$ cat src/hdl/pme_pkg.sv
// ----------------------------------------------------------------------------
// pme_pkg
// Shared types and constants for the point-mass Euler step block.
// ----------------------------------------------------------------------------
package pme_pkg;

   localparam int FRAC_BITS_DEF = 16;
   localparam int WORD_BITS_DEF = 32;
   localparam int FACTOR_BITS   = 14;
   localparam int REG_BITS      = 31;
   localparam int IO_BITS       = 32;
   localparam int CSR_IDX_BITS  = 2;

   localparam logic [CSR_IDX_BITS-1:0] CSR_MAX_SPEED  = 2'd0;
   localparam logic [CSR_IDX_BITS-1:0] CSR_BODY_MASS  = 2'd1;
   localparam logic [CSR_IDX_BITS-1:0] CSR_GRAVITY_ON = 2'd2;
   localparam logic [CSR_IDX_BITS-1:0] CSR_GRAV_TICK  = 2'd3;

   localparam logic [REG_BITS-1:0] MAX_SPEED_RST = 31'd6553600;
   localparam logic [REG_BITS-1:0] BODY_MASS_RST = 31'd65536;
   localparam logic [REG_BITS-1:0] GRAV_TICK_RST = 31'd178;

   typedef enum logic [3:0] {
      ST_IDLE,
      ST_GRAV,
      ST_ACC,
      ST_FRIC,
      ST_BNCE,
      ST_MAG,
      ST_SQ,
      ST_CHECK,
      ST_SQRT,
      ST_DIV,
      ST_POS,
      ST_OUT
   } state_type;

   typedef struct packed {
      logic load;
      logic grav;
      logic acc;
      logic fric;
      logic bnce;
      logic mag;
      logic sq;
      logic check;
      logic sqrt_start;
      logic sqrt_step;
      logic div_start;
      logic div_step;
      logic pos;
   } cmd_type;

   typedef struct packed {
      logic fric_nz;
      logic bnce_nz;
      logic trig;
      logic sqrt_done;
      logic div_done;
   } sts_type;

endpackage

$ cat src/hdl/pme_ctrl.sv
// ----------------------------------------------------------------------------
// pme_ctrl
// Sequencer for one integration step: walks the datapath through its phases.
// ----------------------------------------------------------------------------
module pme_ctrl import pme_pkg::*; (
   input  logic    clock,
   input  logic    reset,
   input  logic    req_valid,
   output logic    req_ready,
   output logic    rsp_valid,
   input  logic    rsp_ready,
   input  sts_type sts,
   output cmd_type cmd
);

   state_type state_ff, state_in;

   always_ff @(posedge clock) begin
      if (reset) begin
         state_ff <= ST_IDLE;
      end else begin
         state_ff <= state_in;
      end
   end

   always_comb begin
      state_in  = state_ff;
      cmd       = '0;
      req_ready = 1'b0;
      rsp_valid = 1'b0;
      case (state_ff)
         ST_IDLE: begin
            req_ready = 1'b1;
            if (req_valid) begin
               cmd.load = 1'b1;
               state_in = ST_GRAV;
            end
         end
         ST_GRAV: begin
            cmd.grav = 1'b1;
            state_in = ST_ACC;
         end
         ST_ACC: begin
            cmd.acc  = 1'b1;
            state_in = ST_FRIC;
         end
         ST_FRIC: begin
            cmd.fric = sts.fric_nz;
            state_in = ST_BNCE;
         end
         ST_BNCE: begin
            cmd.bnce = sts.bnce_nz;
            state_in = ST_MAG;
         end
         ST_MAG: begin
            cmd.mag  = 1'b1;
            state_in = ST_SQ;
         end
         ST_SQ: begin
            cmd.sq   = 1'b1;
            state_in = ST_CHECK;
         end
         ST_CHECK: begin
            cmd.check = 1'b1;
            if (sts.trig) begin
               cmd.sqrt_start = 1'b1;
               state_in       = ST_SQRT;
            end else begin
               state_in = ST_POS;
            end
         end
         ST_SQRT: begin
            cmd.sqrt_step = 1'b1;
            if (sts.sqrt_done) begin
               cmd.sqrt_step = 1'b0;
               cmd.div_start = 1'b1;
               state_in      = ST_DIV;
            end
         end
         ST_DIV: begin
            cmd.div_step = 1'b1;
            if (sts.div_done) begin
               state_in = ST_POS;
            end
         end
         ST_POS: begin
            cmd.pos  = 1'b1;
            state_in = ST_OUT;
         end
         ST_OUT: begin
            rsp_valid = 1'b1;
            if (rsp_ready) begin
               state_in = ST_IDLE;
            end
         end
         default: begin
            state_in = ST_IDLE;
         end
      endcase
   end

endmodule

$ cat config.mk
export PLATFORM = sky130hd
export DESIGN_NAME = pme_ctrl
export DESIGN_NICKNAME = d
export VERILOG_FILES = /design/src/hdl/pme_pkg.sv /design/src/hdl/pme_ctrl.sv
export SDC_FILE = /design/constraint.sdc
export NUM_CORES = 1
export LEC_CHECK = 0
export BUFFER_PORTS_ARGS = -buffer_cell sky130_fd_sc_hd__buf_2
export CAP_MARGIN = 20
export CORE_AREA = 2 2 39 41
export CTS_CLUSTER_SIZE = 24
export DETAILED_ROUTE_END_ITERATION = 7
export DIE_AREA = 0 0 41 43
export PLACE_DENSITY = 0.6
export RECOVER_POWER = 100
export SYNTH_ARGS = -nofsm -noshare
export SYNTH_HDL_FRONTEND = slang
export SYNTH_SLANG_ARGS = --single-unit
export TNS_END_PERCENT = 20
$ cat constraint.sdc
create_clock -name clock -period 1.7 [get_ports clock]
set_clock_uncertainty 0.1 [all_clocks]
set_input_delay 0.34 -clock clock [delete_from_list [all_inputs] [get_ports clock]]
set_output_delay 0.34 -clock clock [all_outputs]
set_load 0.02 [all_outputs]
# ---- After elaboration in Yosys (flattened, before gate mapping)
# Cells that the tools add are included.
dict set report classes {
  n_reduce_logical 2
  n_eq_ne 15
  mux 22
}
# op count
set ops {}
lappend ops {{4-bit case mux with 12 select lines} 1}
lappend ops {{4-bit by 3-bit == test with 1-bit output (second input constant)} 4}
lappend ops {{4-bit == test (second input constant)} 4}
lappend ops {{4-bit two-way mux} 4}
lappend ops {{1-bit two-way mux} 13}
lappend ops {{4-bit by 2-bit == test with 1-bit output (second input constant)} 2}
lappend ops {{2-bit two-way mux} 4}
lappend ops {{2-bit != test (second input constant)} 4}
lappend ops {{4-bit by 1-bit == test with 1-bit output (second input constant)} 1}
lappend ops {{4-bit logical NOT} 1}
lappend ops {{4-bit AND reduction} 1}
dict set report totals {
  word_cells 40
  in_bits 9
  out_inout_bits 15
  regBits 4
}

# ---- Depth between registers and ports, before layout
# Gate-level depths: netlist of the first run.
dict set report logic_depth {
  depth_word 3
  depth_mapped 4
  ltp_nobuf 3
}

# ---- Least setup slack after synthesis of the first run
# No wires, ideal clock.
dict set report synth_path {
  kind {register to output}
  from {register state_ff[3]}
  to {output cmd[2] (netlist bit)}
  stages_incl_launch_ff 3
  setup_slack_ns -0.155
  arrival_ns 1.415
  t_required_ns 1.260
  n_path_buf 0
  cell_sequence {dfxtp_1 -> or2b_1 -> nor4b_1}
}
# item line
set synth_rtl {}
lappend synth_rtl {{from (decl)} pme_ctrl.sv:16} ;# state_type state_ff, state_in;
lappend synth_rtl {{from (signal assigned)} pme_ctrl.sv:22} ;# state_ff <= state_in;
lappend synth_rtl {{to (decl)} pme_ctrl.sv:13} ;# output cmd_type cmd

==> results of run 1 <==
-- layer usage --
metal | GRT usage (%) | vias up
met5 | 0 | -
met4 | 4.00 | 0
met3 | 4.71 | 0
met2 | 28.7 | 17
met1 | 15.1 | 252
li1 | - | 261
-- path summary, 6_finish.rpt --
path / from / endpoint / slack, ps / cells past startpoint
worst min register to register: state_ff[3] / state_ff[2] / 490 / 2
worst min-delay path: reset / state_ff[0] / 220 / 2
worst max register to register: state_ff[1] / state_ff[0] / 240 / 4
worst max-delay path: state_ff[3] / cmd[12] / -40 / 4
-- through the flow --
| step | cell area (um2) | cells | setup TNS (ps) | util (%) |
|---|---|---|---|---|
| 2_1_floorplan | 404 | 52 | -142 | - |
| 3_3_place_gp | 569 | 94 | 0 | 41.1 |
| 3_5_place_dp | 569 | 94 | 0 | 41.1 |
| 4_1_cts | 656 | 102 | -130 | 47.4 |
| 5_1_grt | 698 | 102 | -359 | 50.5 |
| 6_report | 698 | 102 | -52.7 | 50.5 |
-- layout make-up --
| type | instances | area [um2] |
|---|---|---|
| fillers | 146 | 686 |
| multi-input cells | 41 | 319 |
| repair buffers | 35 | 233 |
| flip-flops and latches | 4 | 92.6 |
| clock buffers | 3 | 22.5 |
| well taps | 16 | 20.0 |
| inverters | 3 | 11.3 |
-- cells by family (layout without fill, tap and decap cells) --
| kind of cell | Yosys count | count (layout) | share of synthesized area [%] |
|---|---|---|---|
| XOR/XNOR | 1 | 1 | 2.20 |
| multiplexers | 2 | 2 | 5.35 |
| AO/OA/AOI/OAI | 9 | 9 | 15.7 |
| flip-flops | 4 | 4 | 20.1 |
| buffers and inverters | 7 | 41 | 8.49 |
| AND/OR/NAND/NOR | 29 | 29 | 48.1 |
-- power by group --
group	leakage, nW	total [mW]	internal (mW)	switching (mW)
registers	0.0353	0.160	0.124	0.0368
clock network	0.0138	0.125	0.0794	0.0455
logic	0.279	0.506	0.259	0.247
total	0.328	0.791	0.462	0.329
-- repair_timing --
| action | CTS | global route |
|---|---|---|
| resized for setup | 10 | 12 |
| cloned | 0 | 0 |
| setup endpoints to repair | 14 | 8 |
| hold endpoints to repair | 0 | 0 |
| pin swaps | 3 | 3 |
| setup buffers | 5 | 0 |
-- cells in the final DEF (no fill, tap or decap), types with 2 or more instances in the layout --
cell type	instances
and2_4	2
nor2_1	4
nor4b_2	2
o21ai_1	2
dfxtp_4	3
nor3_1	3
buf_4	13
buf_6	4
buf_2	18
or4_1	2
inv_1	2
nand2_1	3
clkbuf_4	3
-- critical path, stage by stage (launching register included) --
cell     delay [ps]
dfxtp_2         330
buf_6           140
nor4_4          300
and2_4          190
buf_6           110
==> results by group, run 1 <==
Placement
  – RD Place Congestion: 0.777
  – Port Buf Inserts: 23
  – Detailed Place HPWL: 917 um
  – Setup WS pre-CTS: 55.7 ps

STA
  – Slew Viols, Final: 0
  – F_max: 576 MHz
  – Worst-Margin Slew: 241 ps
  – Fin crit share: 102%
  – Crit path time final: 1740 ps
  – Hold_ws: 221 ps
  – Count of final hold-check violations: 0
  – Setup-failing EPs final: 2
  – Slew HR: 83.8%
  – Worst setup margin: -35.8 ps
  – RSZ-0062 raised after global routing: true

Cells and area
  – Reg with most FFs: state_ff
  – Layout cells sized above 1: 59.3%
  – # diodes: 0
  – Layout Nets: 97
  – Number of flip-flops in the largest register: 4
  – Top Registers: state_ff x4
  – Syn-to-layout area delta: 75.5%

Logic synthesis
  – Syn Area/Cell: 7.65 um2
  – Net Count, Synth: 61
  – Post-synthesis cell count: 52
  – Synth top area share: 20.1%
  – Synth cell types: 33
  – Predominant post-synthesis flop cell: dfxtp_1
  – Synth area leader: dfxtp_1
  – Synth top area cells: dfxtp_1, nor4b_1, nor4_4, nor2_1, buf_2
  – Synthesized area: 398 um2
  – #FFs+latches synth: 4
  – Warnings from Yosys: 0
  – Post-synth EDFFs: 0
  – Sequential area share after synthesis: 20.1%
  – Async SR Flop Fraction: 0%
  – Leading cell types by count after synthesis: nor2_1, dfxtp_1
  – Cell with the most instances after synthesis: nor2_1

Worst setup path
  – WP data required: 1260 ps
  – CP Class: flip-flop to primary output
  – CP max FO: 9
  – Startpoint Class: flip-flop
  – Critical path data arrival time: 1300 ps
  – CP Capture Type: primary output

Drt
  – Detail Route met3 WL: 61 um
  – Met1 WL: 535 um
  – Number of DRC markers in iteration 0: 5
  – Wirelength, routed: 1280 um
  – DR vias: 530
  – DR WL met2: 679 um
  – Drt first pass iters: 2
  – Routed vias/inst: 5.20
  – # DRC: 0
  – Per-cell routed wire length: 12.5 um
  – Max Used Layer: met3
  – Antenna-violating nets left: 0

Pwr
  – Max IR drop VDD: 0.000519 V
  – Leakage: 0.328 nW
  – Pwr/cell area: 1130 mW/mm2
  – Total chip power: 791 uW

Clock network
  – CTS tree: done
  – Hold-fix buffers, CTS: 0
  – CTS Buf Count: 3
  – Clock buffer depth: 2
  – CTS Sinks: 4
  – Clock Latency Late Sink: 240 ps
  – H-tree Lvls: 1
  – Clock Pin Slew Worst Setup and Hold Paths: 40 ps
  – Root Buffer: clkbuf_4

Die
  – Initial Utilization: 28.8%
  – Die Wd: 41 um
  – Core Region: 0.00138 mm2
  – Die Y-Extent: 43 um
  – # rows: 14
  – Full die area: 0.00176 mm2
  – I/O Pins: 24

Hold path
  – Hold Crit Class: input pin to flip-flop

Global route
  – Total GRT Usage: 15.4%
  – First-pass GRT wire length: 1860 um
  – Vias in the first global route: 463
  – Initial antenna violation count: 0
  – Overall overflow remaining after global route: 0
  – Largest net degree at the start of global routing: 10

Outcome
  – Outcome: finished with violations
  – Failing checks: negative setup slack

Flow run
  – Max-cap violation count: 0
Note: power is estimated with default switching activity, not from simulation.
==> run 2, diff against run 1 <==
- BUFFER_PORTS_ARGS: -buffer_cell sky130_fd_sc_hd__buf_2 -> default
- DONT_BUFFER_PORTS: default -> 1
- PLACE_DENSITY: 0.6 -> 0.44
==> results by group, run 2 (synthesized netlist as in run 1, its figures left out) <==
Outcome
  – Outcome: finished, final reports clean

Global route
  – Overall overflow remaining after global route: 0 (unchanged)
  – Vias in the first global route: 419 (-9.5%)
  – Total GRT Usage: 14.6% (-0.80 points)
  – Largest net degree at the start of global routing: 14 (+4)
  – First-pass GRT wire length: 1750 um (-6.0%)
  – Initial antenna violation count: 0 (unchanged)

Placement
  – RD Place Congestion: 0.779 (+0.18%)
  – Dpl cells: 82 (-13%)
  – DP Area: 537 um2 (-5.7%)
  – Port Buf Inserts: 0 (-100%)
  – Detailed Place HPWL: 864 um (-5.8%)

Pwr
  – Max IR drop VDD: 0.000478 V (-7.9%)
  – Leakage: 0.251 nW (-23%)
  – Pwr/cell area: 1190 mW/mm2 (+5.4%)

Clock network
  – Hold-fix buffers, CTS: 0 (unchanged)
  – CTS Buf Count: 3 (unchanged)
  – CTS tree: done
  – Clock buffer depth: 2 (unchanged)
  – Clock Pin Slew Worst Setup and Hold Paths: 40 ps (about the same)
  – Clock Latency Late Sink: 230 ps (about the same)
  – H-tree Lvls: 1 (unchanged)
  – Root Buffer: clkbuf_4
  – CTS Sinks: 4 (unchanged)

Die
  – Die Wd: 41 um (unchanged)
  – Core Region: 0.00138 mm2 (unchanged)
  – I/O Pins: 24 (unchanged)
  – # rows: 14 (unchanged)
  – Die Y-Extent: 43 um (unchanged)
  – Full die area: 0.00176 mm2 (unchanged)
  – Initial Utilization: 28.8% (unchanged)

STA
  – Fin crit share: 98.7% (-3.4 points)
  – RSZ-0062 raised after global routing: true
  – Crit path time final: 1680 ps (-57.5 ps)
  – Slew HR: 82.9% (-0.93 points)
  – Setup-failing EPs final: 0 (-2)
  – Worst-Margin Slew: 253 ps (+12.2 ps)
  – Slew Viols, Final: 0 (unchanged)
  – F_max: 596 MHz (+3.4%)
  – Count of final hold-check violations: 0 (unchanged)

Cells and area
  – Cell area after layout: 604 um2 (-13%)
  – Layout cells sized above 1: 47.1% (-12 points)
  – Commonest non-fill, non-tap cell in the layout: buf_4
  – Reg with most FFs: state_ff
  – Fin cells: 86 (-16%)
  – Layout Nets: 81 (-16%)
  – Number of flip-flops in the largest register: 4 (unchanged)
  – Syn-to-layout area delta: 51.9%
  – Most frequent cells in the layout: buf_4, nor2_1, nand2_1, nor3_1, clkbuf_4
  – Fill cell total of the finished layout: 148 (+1.4%)
  – Top Registers: state_ff x4
  – # diodes: 0 (unchanged)

Drt
  – Drt first pass iters: 4 (+2)
  – DR vias: 453 (-15%)
  – Routed vias/inst: 5.27 (+1.4%)
  – Number of DRC markers in iteration 0: 10 (+5)
  – # DRC: 0 (unchanged)
  – Antenna-violating nets left: 0 (unchanged)
  – Per-cell routed wire length: 13.1 um (+4.5%)
  – Wirelength, routed: 1120 um (-12%)

Worst setup path
  – CP Class: flip-flop to primary output
  – Top Family by Delay on Critical Path: simple AND/OR/NAND/NOR gates
  – Largest stage delay, worst path: 350 ps (+20 ps)
  – CP Capture Type: primary output
  – Startpoint Class: flip-flop
  – Critical path data arrival time: 1240 ps (-60 ps)
  – CP max FO: 3 (-6)
  – CP cell instances: or2b_1, nor4b_2, buf_4
  – Critical-path top delay cell: dfxtp_4
  – Bufs and invs on worst path: 1 (-1)
  – WP data required: 1260 ps (about the same)
  – Flop2flop setup slack: 290 ps (+50 ps)

Flow run
  – Max-cap violation count: 0 (unchanged)

Hold path
  – Hold Crit Class: input pin to flip-flop
run 2: layout make-up:
class	instances	area [um2]	area share, %
Multi-Input combinational cell	41	302	49.9
Sequential cell	4	90.1	14.9
Tap cell	16	20.0	3.31
Clock buffer	3	22.5	3.73
Inverter	3	11.3	1.86
Timing Repair Buffer	19	159	26.3
run 2: power by group:
group / switching, mW / internal, mW / leakage (nW) / total, mW
Combinational: 0.214 / 0.224 / 0.202 / 0.438
Clock: 0.0400 / 0.0791 / 0.0138 / 0.119
Sequential: 0.0410 / 0.124 / 0.0350 / 0.165
run 2: metal layers:
layer / global-route usage, % / share of wire, % / routed length, um / up-vias
met5: 0 / 0 / 0 / -
li1: - / - / - / 232
met1: 16.7 / 42 / 471 / 208
met3: 6.81 / 8.1 / 91 / 0
met2: 22.5 / 50 / 561 / 13
met4: 6.00 / 0 / 0 / 0
run 2: through the flow:
stage	hold WS, ps	setup TNS [ps]	power (mW)	setup WS [ps]	utilization, %
floorplan	309	-142	0.420	-89.0	-
global placement	312	0	0.556	124	38.8
detailed placement	313	0	0.554	92.8	38.8
CTS	56.4	0	0.711	7.67	42.5
global route	54.8	-87.9	0.779	-31.2	43.7
finish	60.9	0	0.722	21.8	43.7
run 2: timing repair:
item,CTS,global route
resized for setup,6,6
buffers inserted,1,0
setup endpoints to repair,14,7
pin swaps,1,0
run 2: worst paths after layout:
check        cells after the start     endpoint   startpoint
max                              3       cmd[2]  state_ff[1]
min                              1  state_ff[0]        reset
max reg2reg                      4  state_ff[0]  state_ff[3]
min reg2reg                      2  state_ff[2]  state_ff[3]
==> run 3, diff against run 2 <==
- CTS_BUF_LIST: default -> sky130_fd_sc_hd__clkbuf_2 sky130_fd_sc_hd__clkbuf_4 sky130_fd_sc_hd__clkbuf_8
- REMOVE_ABC_BUFFERS: default -> 1
- clock period: 1.7 -> 1.9 ns (I/O delays scaled with it)
==> results by group, run 3 (synthesized netlist as in run 1, its figures left out) <==
Die
  – Initial Utilization: 28.8% (unchanged)
  – Full die area: 0.00176 mm2 (unchanged)
  – Die Wd: 41 um (unchanged)
  – # rows: 14 (unchanged)
  – Core Region: 0.00138 mm2 (unchanged)
  – Die Y-Extent: 43 um (unchanged)
  – I/O Pins: 24 (unchanged)

Drt
  – # DRC: 0 (unchanged)
  – Routed vias/inst: 5.51 (+4.5%)
  – Drt first pass iters: 4 (unchanged)
  – DR vias: 446 (-1.5%)
  – Number of DRC markers in iteration 0: 5 (-5)
  – Antenna-violating nets left: 0 (unchanged)
  – Per-cell routed wire length: 13.6 um (+4.2%)
  – Wirelength, routed: 1100 um (-1.9%)

STA
  – Slew HR: 74.1% (-8.8 points)
  – Count of final hold-check violations: 0 (unchanged)
  – Worst-Margin Slew: 387 ps (+134 ps)
  – Slew Viols, Final: 0 (unchanged)
  – F_max: 551 MHz
  – Fin Setup TNS: 0 ps (unchanged)
  – Crit path time final: 1810 ps
  – Setup-failing EPs final: 0 (unchanged)
  – Fin crit share: 95.5%
  – RSZ-0062 raised after global routing: false

Global route
  – Vias in the first global route: 438 (+4.5%)
  – Initial antenna violation count: 0 (unchanged)
  – Overall overflow remaining after global route: 0 (unchanged)
  – Total GRT Usage: 14.1% (-0.57 points)
  – Largest net degree at the start of global routing: 15 (+1)
  – First-pass GRT wire length: 1700 um (-2.8%)

Worst setup path
  – Reg2reg start: state_ff[1]
  – Reg-to-reg endpoint: state_ff[3]
  – CP max FO: 8 (+5)
  – Worst Reg-to-Reg Cells: 5 (+1)
  – CP Class: flip-flop to primary output
  – WP data required: 1420 ps (+160 ps)
  – CP Capture Type: primary output
  – Critical path data arrival time: 1330 ps (+90 ps)
  – Flop2flop setup slack: 280 ps (about the same)
  – Startpoint Class: flip-flop

Cells and area
  – Reg with most FFs: state_ff
  – Register area: 83.8 um2 (-6.9%)
  – Multi-input logic area: 282 um2 (-6.6%)
  – Cell area after layout: 498 um2 (-18%)
  – Fill cell total of the finished layout: 166 (+12%)
  – # diodes: 0 (unchanged)
  – Layout Nets: 76 (-6.2%)
  – Most frequent cells in the layout: nor2_1, clkbuf_1, buf_4
  – Fin cells: 81 (-5.8%)
  – Syn-to-layout area delta: 25.2%
  – Number of flip-flops in the largest register: 4 (unchanged)
  – Layout cells sized above 1: 29.2% (-18 points)
  – Top Registers: state_ff x4

Placement
  – DP Area: 485 um2 (-9.6%)
  – Detailed Place HPWL: 812 um (-6.0%)
  – Dpl cells: 76 (-7.3%)
  – RD Place Congestion: 0.809 (+3.9%)
  – Port Buf Inserts: 0 (unchanged)

Clock network
  – Clock Latency Late Sink: 240 ps (about the same)
  – CTS tree: done
  – Root Buffer: clkbuf_4
  – CTS Sinks: 4 (unchanged)
  – Clock Pin Slew Worst Setup and Hold Paths: 40 ps (about the same)
  – CTS Buf Count: 3 (unchanged)
  – H-tree Lvls: 1 (unchanged)
  – Clock buffer depth: 2 (unchanged)
  – Hold-fix buffers, CTS: 0 (unchanged)

Flow run
  – Max-cap violation count: 0 (unchanged)

Hold path
  – Worst Hold Endpoint: state_ff[0]
  – Hold Crit Start: reset
  – Hold depth: 1 (unchanged)
  – Hold Crit Class: input pin to flip-flop

Pwr
  – Pwr/cell area: 1110 mW/mm2 (-6.7%)
  – Max IR drop VDD: 0.000351 V (-27%)
  – Total chip power: 555 uW (-23%)
  – Leakage: 0.190 nW (-24%)

Outcome
  – Outcome: finished, final reports clean
## run 3: layout make-up
cell class / count / share of cell area, %
timing repair buffer: 14 / 15.8
sequential: 4 / 16.8
multi-input combinational: 41 / 56.5
tap: 16 / 4.02
clock buffer: 3 / 4.52
inverter: 3 / 2.26
## run 3: worst max-delay path, stage by stage, from the launching register on
cell      delay [ps]
dfxtp_2          350
or2b_1           280
clkbuf_4         150
nor2_1           320
## run 3: repair_timing
action / CTS / global route
gates resized for setup: 1 / 3
hold endpoints to repair: 0 / 0
buffers inserted: 2 / 0
endpoints found under the setup margin: 2 / 6
## run 3: worst max path at each step
stage | start | slack [ps] | end
after floorplan | state_ff[3] | -200 | cmd[2]
after global placement | state_ff[1] | 240 | cmd[2]
after detailed placement | state_ff[1] | 240 | cmd[2]
after CTS | state_ff[1] | 20 | cmd[2]
after global routing | state_ff[1] | 30 | cmd[2]
final | state_ff[1] | 90 | cmd[1]
## run 3: routing by layer
layer | global-route usage, % | routed length, um | share of wire, % | vias up
met4 | 8.00 | 13 | 1.2 | 0
met3 | 1.57 | 54 | 4.9 | 2
met5 | 0 | 0 | 0 | -
met1 | 17.1 | 485 | 44 | 207
met2 | 22.5 | 548 | 50 | 16
li1 | - | - | - | 221
## run 3: power breakdown
group,switching [mW],internal [mW],leakage [nW]
logic,0.178,0.130,0.142
clock network,0.0351,0.0707,0.0138
registers,0.0344,0.107,0.0341
## run 3: per-stage QoR
step	utilization [%]	setup WS (ps)	hold WS [ps]
after floorplan	-	-196	349
after global placement	35.1	245	359
after detailed placement	35.1	244	357
after CTS	37.9	19.0	104
after global routing	36.0	25.7	104
final	36.0	86.1	106
